[src/design/drf_pkg.sv]
// Shared types, address map constants and byte lane helpers for the display register file.
package drf_pkg;

    localparam int ADDR_W   = 32;
    localparam int DATA_W   = 8;
    localparam int OFF_W    = 12;
    localparam int PAGE_W   = ADDR_W - OFF_W;
    localparam int IDX_W    = 4;
    localparam int BG_COUNT_DEF = 4;

    localparam logic [PAGE_W-1:0] MAIN_PAGE = 20'h04000;
    localparam logic [PAGE_W-1:0] SUB_PAGE  = 20'h04001;

    localparam logic [OFF_W-1:0] OFF_DISPCNT  = 12'h000;
    localparam logic [OFF_W-1:0] OFF_BGCNT    = 12'h008;
    localparam logic [OFF_W-1:0] OFF_BGOFS    = 12'h010;
    localparam logic [OFF_W-1:0] OFF_AFFINE   = 12'h020;
    localparam logic [OFF_W-1:0] OFF_AFF_END  = 12'h040;
    localparam logic [OFF_W-1:0] OFF_WIN      = 12'h040;
    localparam logic [OFF_W-1:0] OFF_WIN_END  = 12'h04C;
    localparam logic [OFF_W-1:0] OFF_BLEND    = 12'h050;
    localparam logic [OFF_W-1:0] OFF_BLD_END  = 12'h056;
    localparam logic [OFF_W-1:0] OFF_CAPTURE  = 12'h064;
    localparam logic [OFF_W-1:0] OFF_CAP_END  = 12'h068;
    localparam logic [OFF_W-1:0] OFF_BRIGHT   = 12'h06C;
    localparam logic [OFF_W-1:0] OFF_BRT_END  = 12'h06E;

    localparam int WIN_PER_ENG   = 6;
    localparam int BLEND_PER_ENG = 3;
    localparam int AFF_COEFF_DEPTH = 16;
    localparam int AFF_REF_DEPTH   = 8;
    localparam int WIN_DEPTH       = 12;
    localparam int BLEND_DEPTH     = 6;

    localparam logic [DATA_W-1:0] REF_TOP_MASK = 8'h0F;
    localparam logic [1:0]        REF_TOP_BYTE = 2'd3;

    typedef enum logic [3:0] {
        K_NONE,
        K_DISPCNT,
        K_BGCNT,
        K_BGHOFS,
        K_BGVOFS,
        K_AFF_COEFF,
        K_AFF_REF,
        K_WIN,
        K_BLEND,
        K_CAPTURE,
        K_BRIGHT
    } t_reg_kind;

    typedef struct packed {
        logic             mapped;
        t_reg_kind        kind;
        logic [IDX_W-1:0] idx;
        logic [1:0]       byte_sel;
    } t_dec;

    typedef struct packed {
        logic              wr;
        logic [ADDR_W-1:0] addr;
        logic [DATA_W-1:0] data;
    } t_req;

    function automatic logic [7:0] get32(input logic [31:0] v, input logic [1:0] b);
        logic [7:0] r;
        case (b)
            2'd0:    r = v[7:0];
            2'd1:    r = v[15:8];
            2'd2:    r = v[23:16];
            default: r = v[31:24];
        endcase
        return r;
    endfunction

    function automatic logic [31:0] put32(input logic [31:0] v, input logic [1:0] b,
                                          input logic [7:0] d);
        logic [31:0] r;
        r = v;
        case (b)
            2'd0:    r[7:0]   = d;
            2'd1:    r[15:8]  = d;
            2'd2:    r[23:16] = d;
            default: r[31:24] = d;
        endcase
        return r;
    endfunction

    function automatic logic [7:0] get16(input logic [15:0] v, input logic b);
        return b ? v[15:8] : v[7:0];
    endfunction

    function automatic logic [15:0] put16(input logic [15:0] v, input logic b,
                                          input logic [7:0] d);
        return b ? {d, v[7:0]} : {v[15:8], d};
    endfunction

endpackage

[src/design/drf_if.sv]
// Request and response channel interfaces for the display register file.
interface drf_req_if
    import drf_pkg::*;
();
    logic              valid;
    logic              ready;
    logic              req_type;
    logic [ADDR_W-1:0] bus_address;
    logic [DATA_W-1:0] write_byte;

    modport source (output valid, output req_type, output bus_address, output write_byte,
                    input ready);
    modport sink   (input valid, input req_type, input bus_address, input write_byte,
                    output ready);
endinterface

interface drf_rsp_if
    import drf_pkg::*;
();
    logic              valid;
    logic              ready;
    logic [DATA_W-1:0] read_byte;
    logic              mapped;

    modport source (output valid, output read_byte, output mapped, input ready);
    modport sink   (input valid, input read_byte, input mapped, output ready);
endinterface

[src/design/display_io_byte_register_file.sv]
// Request beats pass the input register, then the result register, to the response side.
// One request beat per cycle while responses drain; a write is visible to the next beat.
// Backpressure on the response side holds both registers; the request side keeps
// flowing into the input register while the result register drains.
// Reset (synchronous, active low) clears all display registers to zero and
// empties both pipeline registers.
module display_io_byte_register_file
    import drf_pkg::*;
#(
    parameter int BG_COUNT = BG_COUNT_DEF
) (
    input  logic i_clk,
    input  logic i_rst_n,
    drf_req_if.sink   i_req,
    drf_rsp_if.source o_rsp
);

    t_req              r_req;
    logic              r_in_valid;
    logic              r_out_valid;
    logic [DATA_W-1:0] r_read_byte;
    logic              r_mapped;

    logic              adv;
    t_dec              dec;
    logic [DATA_W-1:0] rd;

    assign adv         = !r_out_valid || o_rsp.ready;
    assign i_req.ready = !r_in_valid || adv;

    drf_decode #(.BG_COUNT(BG_COUNT)) u_decode (
        .i_addr (r_req.addr),
        .o_dec  (dec)
    );

    drf_regs #(.BG_COUNT(BG_COUNT)) u_regs (
        .i_clk   (i_clk),
        .i_rst_n (i_rst_n),
        .i_we    (r_in_valid && adv && r_req.wr),
        .i_dec   (dec),
        .i_data  (r_req.data),
        .o_rd    (rd)
    );

    always_ff @(posedge i_clk) begin
        if (!i_rst_n) begin
            r_in_valid  <= 1'b0;
            r_out_valid <= 1'b0;
        end else begin
            if (i_req.ready) r_in_valid <= i_req.valid;
            if (adv)         r_out_valid <= r_in_valid;
        end
    end

    always_ff @(posedge i_clk) begin
        if (i_req.valid && i_req.ready) begin
            r_req.wr   <= i_req.req_type;
            r_req.addr <= i_req.bus_address;
            r_req.data <= i_req.write_byte;
        end
        if (adv && r_in_valid) begin
            r_read_byte <= r_req.wr ? '0 : rd;
            r_mapped    <= dec.mapped;
        end
    end

    assign o_rsp.valid     = r_out_valid;
    assign o_rsp.read_byte = r_read_byte;
    assign o_rsp.mapped    = r_mapped;

endmodule

[src/design/drf_decode.sv]
// Address decoder: maps a bus address to a register kind, entry index and byte lane.
module drf_decode
    import drf_pkg::*;
#(
    parameter int BG_COUNT = BG_COUNT_DEF
) (
    input  logic [ADDR_W-1:0] i_addr,
    output t_dec              o_dec
);

    logic [PAGE_W-1:0] page;
    logic [OFF_W-1:0]  off;
    logic              eng;
    logic              page_hit;
    logic [IDX_W-1:0]  bg_base;

    assign page     = i_addr[ADDR_W-1:OFF_W];
    assign off      = i_addr[OFF_W-1:0];
    assign eng      = (page == SUB_PAGE);
    assign page_hit = (page == MAIN_PAGE) || (page == SUB_PAGE);
    assign bg_base  = eng ? IDX_W'(BG_COUNT) : '0;

    always_comb begin
        o_dec          = '0;
        o_dec.kind     = K_NONE;
        o_dec.byte_sel = off[1:0];
        if (page_hit) begin
            if (off < OFF_DISPCNT + 12'd4) begin
                o_dec.kind = K_DISPCNT;
                o_dec.idx  = IDX_W'(eng);
            end else if (off >= OFF_BGCNT && off < OFF_BGOFS && int'(off[2:1]) < BG_COUNT) begin
                o_dec.kind     = K_BGCNT;
                o_dec.idx      = bg_base + IDX_W'(off[2:1]);
                o_dec.byte_sel = {1'b0, off[0]};
            end else if (off >= OFF_BGOFS && off < OFF_AFFINE && int'(off[3:2]) < BG_COUNT) begin
                o_dec.kind     = off[1] ? K_BGVOFS : K_BGHOFS;
                o_dec.idx      = bg_base + IDX_W'(off[3:2]);
                o_dec.byte_sel = {1'b0, off[0]};
            end else if (off >= OFF_AFFINE && off < OFF_AFF_END) begin
                if (!off[3]) begin
                    o_dec.kind     = K_AFF_COEFF;
                    o_dec.idx      = {eng, off[4], off[2:1]};
                    o_dec.byte_sel = {1'b0, off[0]};
                end else begin
                    o_dec.kind = K_AFF_REF;
                    o_dec.idx  = {1'b0, eng, off[4], off[2]};
                end
            end else if (off >= OFF_WIN && off < OFF_WIN_END) begin
                o_dec.kind     = K_WIN;
                o_dec.idx      = (eng ? IDX_W'(WIN_PER_ENG) : '0) + IDX_W'(off[3:1]);
                o_dec.byte_sel = {1'b0, off[0]};
            end else if (off >= OFF_BLEND && off < OFF_BLD_END) begin
                o_dec.kind     = K_BLEND;
                o_dec.idx      = (eng ? IDX_W'(BLEND_PER_ENG) : '0) + IDX_W'(off[2:1]);
                o_dec.byte_sel = {1'b0, off[0]};
            end else if (!eng && off >= OFF_CAPTURE && off < OFF_CAP_END) begin
                o_dec.kind = K_CAPTURE;
            end else if (off >= OFF_BRIGHT && off < OFF_BRT_END) begin
                o_dec.kind     = K_BRIGHT;
                o_dec.idx      = IDX_W'(eng);
                o_dec.byte_sel = {1'b0, off[0]};
            end
        end
        o_dec.mapped = (o_dec.kind != K_NONE);
    end

endmodule

[src/design/drf_regs.sv]
// Register storage for both engines: byte-lane writes and a byte read mux.
module drf_regs
    import drf_pkg::*;
#(
    parameter int BG_COUNT = BG_COUNT_DEF
) (
    input  logic              i_clk,
    input  logic              i_rst_n,
    input  logic              i_we,
    input  t_dec              i_dec,
    input  logic [DATA_W-1:0] i_data,
    output logic [DATA_W-1:0] o_rd
);

    localparam int BG_DEPTH = 2 * BG_COUNT;
    localparam int BG_IW    = $clog2(BG_DEPTH);

    logic [31:0] r_dispcnt   [0:1];
    logic [15:0] r_bgcnt     [0:BG_DEPTH-1];
    logic [15:0] r_bghofs    [0:BG_DEPTH-1];
    logic [15:0] r_bgvofs    [0:BG_DEPTH-1];
    logic [15:0] r_aff_coeff [0:AFF_COEFF_DEPTH-1];
    logic [31:0] r_aff_ref   [0:AFF_REF_DEPTH-1];
    logic [15:0] r_win       [0:WIN_DEPTH-1];
    logic [15:0] r_blend     [0:BLEND_DEPTH-1];
    logic [15:0] r_bright    [0:1];
    logic [31:0] r_capture;

    logic [BG_IW-1:0]  bg_idx;
    logic [2:0]        ref_idx;
    logic [2:0]        bld_idx;
    logic              eng_idx;
    logic              lane;
    logic [DATA_W-1:0] ref_data;

    assign bg_idx  = i_dec.idx[BG_IW-1:0];
    assign ref_idx = i_dec.idx[2:0];
    assign bld_idx = i_dec.idx[2:0];
    assign eng_idx = i_dec.idx[0];
    assign lane    = i_dec.byte_sel[0];
    // top byte of a reference point is only 4 bits wide
    assign ref_data = (i_dec.byte_sel == REF_TOP_BYTE) ? (i_data & REF_TOP_MASK) : i_data;

    always_ff @(posedge i_clk) begin
        if (!i_rst_n) begin
            for (int i = 0; i < 2; i++) begin
                r_dispcnt[i] <= '0;
                r_bright[i]  <= '0;
            end
            for (int i = 0; i < BG_DEPTH; i++) begin
                r_bgcnt[i]  <= '0;
                r_bghofs[i] <= '0;
                r_bgvofs[i] <= '0;
            end
            for (int i = 0; i < AFF_COEFF_DEPTH; i++) r_aff_coeff[i] <= '0;
            for (int i = 0; i < AFF_REF_DEPTH; i++)   r_aff_ref[i]   <= '0;
            for (int i = 0; i < WIN_DEPTH; i++)       r_win[i]       <= '0;
            for (int i = 0; i < BLEND_DEPTH; i++)     r_blend[i]     <= '0;
            r_capture <= '0;
        end else if (i_we) begin
            case (i_dec.kind)
                K_DISPCNT:   r_dispcnt[eng_idx] <=
                                 put32(r_dispcnt[eng_idx], i_dec.byte_sel, i_data);
                K_BGCNT:     r_bgcnt[bg_idx] <= put16(r_bgcnt[bg_idx], lane, i_data);
                K_BGHOFS:    r_bghofs[bg_idx] <= put16(r_bghofs[bg_idx], lane, i_data);
                K_BGVOFS:    r_bgvofs[bg_idx] <= put16(r_bgvofs[bg_idx], lane, i_data);
                K_AFF_COEFF: r_aff_coeff[i_dec.idx] <=
                                 put16(r_aff_coeff[i_dec.idx], lane, i_data);
                K_AFF_REF:   r_aff_ref[ref_idx] <=
                                 put32(r_aff_ref[ref_idx], i_dec.byte_sel, ref_data);
                K_WIN:       r_win[i_dec.idx] <= put16(r_win[i_dec.idx], lane, i_data);
                K_BLEND:     r_blend[bld_idx] <= put16(r_blend[bld_idx], lane, i_data);
                K_CAPTURE:   r_capture <= put32(r_capture, i_dec.byte_sel, i_data);
                K_BRIGHT:    r_bright[eng_idx] <= put16(r_bright[eng_idx], lane, i_data);
                default: ;
            endcase
        end
    end

    always_comb begin
        case (i_dec.kind)
            K_DISPCNT:   o_rd = get32(r_dispcnt[eng_idx], i_dec.byte_sel);
            K_BGCNT:     o_rd = get16(r_bgcnt[bg_idx], lane);
            K_BGHOFS:    o_rd = get16(r_bghofs[bg_idx], lane);
            K_BGVOFS:    o_rd = get16(r_bgvofs[bg_idx], lane);
            K_AFF_COEFF: o_rd = get16(r_aff_coeff[i_dec.idx], lane);
            K_AFF_REF:   o_rd = get32(r_aff_ref[ref_idx], i_dec.byte_sel);
            K_WIN:       o_rd = get16(r_win[i_dec.idx], lane);
            K_BLEND:     o_rd = get16(r_blend[bld_idx], lane);
            K_CAPTURE:   o_rd = get32(r_capture, i_dec.byte_sel);
            K_BRIGHT:    o_rd = get16(r_bright[eng_idx], lane);
            default:     o_rd = '0;
        endcase
    end

endmodule

[src/flat_wrapper.sv]
// flat-port wrapper written by rule: the top's interface ports become plain ports
module display_io_byte_register_file_flat import drf_pkg::*;
#(
    parameter int BG_COUNT = BG_COUNT_DEF
)
  (i_clk, i_rst_n, i_req_valid, i_req_req_type, i_req_bus_address, i_req_write_byte, i_req_ready, o_rsp_valid, o_rsp_read_byte, o_rsp_mapped, o_rsp_ready);
  drf_req_if i_req_i ();
  drf_rsp_if o_rsp_i ();
  input  logic i_clk;
  input  logic i_rst_n;
  input wire logic [$bits(i_req_i.valid)-1:0] i_req_valid;
  input wire logic [$bits(i_req_i.req_type)-1:0] i_req_req_type;
  input wire logic [$bits(i_req_i.bus_address)-1:0] i_req_bus_address;
  input wire logic [$bits(i_req_i.write_byte)-1:0] i_req_write_byte;
  output wire logic [$bits(i_req_i.ready)-1:0] i_req_ready;
  output wire logic [$bits(o_rsp_i.valid)-1:0] o_rsp_valid;
  output wire logic [$bits(o_rsp_i.read_byte)-1:0] o_rsp_read_byte;
  output wire logic [$bits(o_rsp_i.mapped)-1:0] o_rsp_mapped;
  input wire logic [$bits(o_rsp_i.ready)-1:0] o_rsp_ready;
  assign i_req_i.valid = i_req_valid;
  assign i_req_i.req_type = i_req_req_type;
  assign i_req_i.bus_address = i_req_bus_address;
  assign i_req_i.write_byte = i_req_write_byte;
  assign i_req_ready = i_req_i.ready;
  assign o_rsp_valid = o_rsp_i.valid;
  assign o_rsp_read_byte = o_rsp_i.read_byte;
  assign o_rsp_mapped = o_rsp_i.mapped;
  assign o_rsp_i.ready = o_rsp_ready;
  display_io_byte_register_file #(.BG_COUNT(BG_COUNT)) u_core (.i_clk(i_clk), .i_rst_n(i_rst_n), .i_req(i_req_i), .o_rsp(o_rsp_i));
endmodule
[config.mk]
export PLATFORM = sky130hd
export DESIGN_NAME = display_io_byte_register_file_flat
export DESIGN_NICKNAME = d
export VERILOG_FILES = /design/src/design/drf_pkg.sv /design/src/design/drf_if.sv /design/src/design/display_io_byte_register_file.sv /design/src/design/drf_decode.sv /design/src/design/drf_regs.sv /design/src/flat_wrapper.sv
export SDC_FILE = /design/constraint.sdc
export NUM_CORES = 2
export LEC_CHECK = 0
export BUFFER_PORTS_ARGS = -buffer_cell sky130_fd_sc_hd__buf_2
export CAP_MARGIN = 20
export CELL_PAD_IN_SITES_DETAIL_PLACEMENT = 2
export CELL_PAD_IN_SITES_GLOBAL_PLACEMENT = 2
export CORE_MARGIN = 4
export CORE_UTILIZATION = 35
export DETAILED_ROUTE_END_ITERATION = 10
export PLACE_DENSITY = 0.67
export SKIP_LAST_GASP = 1
export SLEW_MARGIN = 40
export SYNTH_ARGS = -nofsm -noshare
export SYNTH_HDL_FRONTEND = slang
export SYNTH_HIERARCHICAL = 1
export SYNTH_SLANG_ARGS = --single-unit
[constraint.sdc]
create_clock -name i_clk -period 6.23 [get_ports i_clk]
set_input_delay 1.246 -clock i_clk [delete_from_list [all_inputs] [get_ports i_clk]]
set_output_delay 1.246 -clock i_clk [all_outputs]
set_load 0.01 [all_outputs]
==> impl_metrics.json <==
{
  "worst_pin_slew_ns": 1.056,
  "ant_nets": 0,
  "synth.distinct_cells": 102,
  "slew_viol_final": 0,
  "dr.pass1.iters": 6,
  "fin_hold_ws_ns": 0.4712,
  "ir_drop_v": 0.0003006,
  "dp.final_hpwl_um": 160600,
  "synth_cells": 4834,
  "final_cells": 7635,
  "mostFrequentLayoutCell": "edfxtp_1",
  "max_freq_mhz": 160.5,
  "cts_buffer_depth": 3,
  "setup-violations-final": 0,
  "critPathTopFamily": "compound AO/OA/AOI/OAI gates",
  "switchingPower_mw": 5.185,
  "ys_warn_count": 6,
  "cts_root_buffer": "clkbuf_16",
  "totalWireLength_um": 247900,
  "routed_via_density": 5.773,
  "synth_edf_count": 1426,
  "min_path_type": "reg -> reg",
  "h-tree-depth": 4,
  "row_count": 158,
  "path_clk_slew_ns": 0.06,
  "cp_slowest_stage_delay_ns": 0.86,
  "start_util": 0.3529,
  "clock_latency_ns": 0.83,
  "drt_iter0_markers": 4415,
  "syn-num-nets": 4884,
  "drive_gt1_frac": 0.1936,
  "slowest_stage": "a2111oi_0",
  "fin_crit_sh": 0.9999,
  "post-route-min-period_ns": 6.230,
  "ys_seq_elements": 1460,
  "die_x_um": 440.9,
  "die-area_sq_um": 194400,
  "yosys-top-cells-area": "edfxtp_1 65%, mux4_2 7.9%, nor2_1 7.8%",
  "skew_ns": 0.05403,
  "p_leak_nw": 25.14,
  "wl_per_cell_um": 32.47,
  "yosys.area.top_type_share": 0.6530,
  "syn-cell-area_sq_um": 65580,
  "mostFrequentLayoutCells": "1426 x edfxtp_1, 1347 x nor2_1, 339 x nand2_1",
  "intPower_mw": 17.03,
  "nets": 5076,
  "vias": 44076,
  "seq_power_share": 0.511,
  "hold_viol_final": 0,
  "relSlewSlack": 0.2778,
  "path_cells": "nor4_1 -> nand4_1 -> nor2b_1 -> buf_4 -> nand2_1 -> inv_1 -> ha_1 -> fa_1 -> a221o_1 -> o211a_4 -> buf_12 -> mux4_2 -> o21ai_0 -> o22ai_1 -> a2111oi_0 -> o211ai_1 -> nor2b_1",
  "multi_input_area_sq_um": 20340,
  "syn_to_final_growth_pct": 15.06,
  "startpoint_type": "flop",
  "die_y_um": 440.9,
  "regArea_sq_um": 43500,
  "tritoncts": "done",
  "finalPower_mw": 22.21,
  "grt_use_total": 0.2531,
  "crit_arrival_ns": 6.77,
  "grt_max_degree": 103,
  "synth_ff_type": "edfxtp_1",
  "grt_pass1_wl_um": 354100,
  "gr-total-overflow": 0,
  "ios": 56,
  "netlist.top_cell.by_area": "edfxtp_1",
  "clock_sinks": 1460,
  "seq_area_frac_synth": 0.6634,
  "portBuffers": 55,
  "antenna_found_initial": 9,
  "dp.cells": 7338,
  "end_kind": "flop",
  "fin_util": 0.4060,
  "clkPwrFrac": 0.434,
  "async_flop_share": 0,
  "crit_type": "reg -> reg",
  "cp_num_buf_inv": 3,
  "power_density_nw_per_um2": 294.4,
  "drv_cap": 0,
  "pwr-share-comb": 0.055,
  "ctsHoldBuffers": 0,
  "cp.required_ns": 6.77,
  "core_sq_um": 185800,
  "place_congestion": 0.8464,
  "crit_fanout": 50,
  "crit_top_cell": "nor2b_1",
  "drc": 0,
  "status": "completed",
  "synth.avg_cell_area_sq_um": 13.57,
  "numCtsBuffers": 163,
  "fillers": 18544,
  "rsz0062_at_grt": "true",
  "finalSetupTns_ns": 0,
  "grt_pass1_vias": 47309,
  "netSwitchingFraction": 0.2334
}
-- worst register-to-register path: cells and delay by family, from the launching register on --
kind | cells | cell delay, ns
AOI/OAI and AO/OA | 6 | 2.74
adders and majority gates | 2 | 0.39
buffers and inverters | 3 | 0.78
DFF | 1 | 0.36
muxes | 1 | 0.61
and+or+nand+nor | 5 | 1.11
-- cell type report --
class / instances / share of cell area
Tap cell: 2480 / 0.04113
Inverter: 33 / 0.001691
Antenna cell: 4 / 0.0001327
Sequential cell: 1460 / 0.5766
Clock inverter: 92 / 0.01312
Multi-Input combinational cell: 2986 / 0.2696
Timing Repair Buffer: 382 / 0.04171
Clock buffer: 198 / 0.05608
-- per-stage QoR --
step | instance area, sq um | setup slack, ns
finish | 75450 | 0.0003944
global route | 75440 | -0.1534
CTS | 75360 | 0.08796
detailed placement | 70140 | 0.1241
global placement | 70030 | 0.1852
floorplan | 65580 | 1.124
-- registers in the layout, summed over array words and instances (netlist names), 64 cells and up --
signal                     cells
u_core/u_regs/r_bghofs       128
u_core/u_regs/r_bgvofs       128
u_core/u_regs/r_blend        128
u_core/u_regs/r_aff_coeff    256
u_core/u_regs/r_dispcnt       64
u_core/u_regs/r_aff_ref      256
u_core/u_regs/r_bgcnt        128
u_core/u_regs/r_win          256
-- power by group through the flow --
| stage | clock network [mW] | logic (mW) | registers (mW) |
|---|---|---|---|
| floorplan | 0 | 0.642 | 11.5 |
| global placement | 0 | 1.17 | 11.5 |
| detailed placement | 0 | 1.20 | 11.5 |
| CTS | 9.85 | 1.21 | 11.3 |
| global route | 10.3 | 1.28 | 11.4 |
| finish | 9.65 | 1.22 | 11.3 |
-- timing repair --
action | CTS | global route
resized for setup | 0 | 1
setup endpoints to repair | 0 | 3
buffers inserted | 0 | 3
-- final timing paths --
path	startpoint	endpoint	slack, ns	cells past startpoint
worst min-delay path	u_core/u_regs/r_capture[25]	u_core/u_regs/r_capture[25]	0.47	2
worst min register to register	u_core/u_regs/r_capture[25]	u_core/u_regs/r_capture[25]	0.47	2
worst max register to register	u_core/r_req[29]	u_core/o_rsp.read_byte[7]	0.0004	17
worst max-delay path	u_core/r_req[29]	u_core/o_rsp.read_byte[7]	0.0004	17
-- kinds of logic after synthesis --
group | Yosys count | synth area share
adder cells (fa/ha/maj) | 5 | 0.001183
AND/OR/NAND/NOR | 1951 | 0.1215
flip-flops | 1460 | 0.6634
multiplexers | 534 | 0.1292
AO/OA/AOI/OAI | 496 | 0.05348
buffers and inverters | 388 | 0.03123
-- synthesized netlist by cell type (6+ instances only) --
library cell  instances
and3_1                7
a21oi_1              54
inv_1                29
a2111oi_0             6
a22oi_1              53
o21a_1               18
a211oi_1             17
o21ai_1              32
nand4_1              19
or3_1                13
a31oi_1              11
o22ai_1              39
buf_6                37
o221ai_1             16
a221oi_1             19
a22o_1                6
nor4_1                8
and2_1               17
buf_1                12
a21o_1               22
a2bb2oi_1            21
a21boi_1              7
dfxtp_1              34
clkbuf_1            172
nand2_2               9
mux2_2               49
nor3_1               19
edfxtp_1           1426
o21ai_0              68
mux4_2              229
mux2i_1             242
nand3_1              57
nor2b_1              25
nand2b_1             12
a21boi_0             33
nand2_1             354
buf_4                43
a21oi_2              10
o32ai_1               7
nor2_1             1359
buf_2                88
mux4_1               11
-- per-layer routing --
| layer | routed length, um | up-vias | share of wire | global-route usage |
|---|---|---|---|---|
| li1 | - | 18260 | - | - |
| met1 | 102800 | 23853 | 0.41 | 0.3331 |
| met2 | 120400 | 1504 | 0.49 | 0.4220 |
| met3 | 14120 | 453 | 0.057 | 0.03514 |
| met4 | 10600 | 6 | 0.043 | 0.1038 |
| met5 | 42 | - | 0.00017 | 0 |
Note: power is estimated with default switching activity, not from simulation.
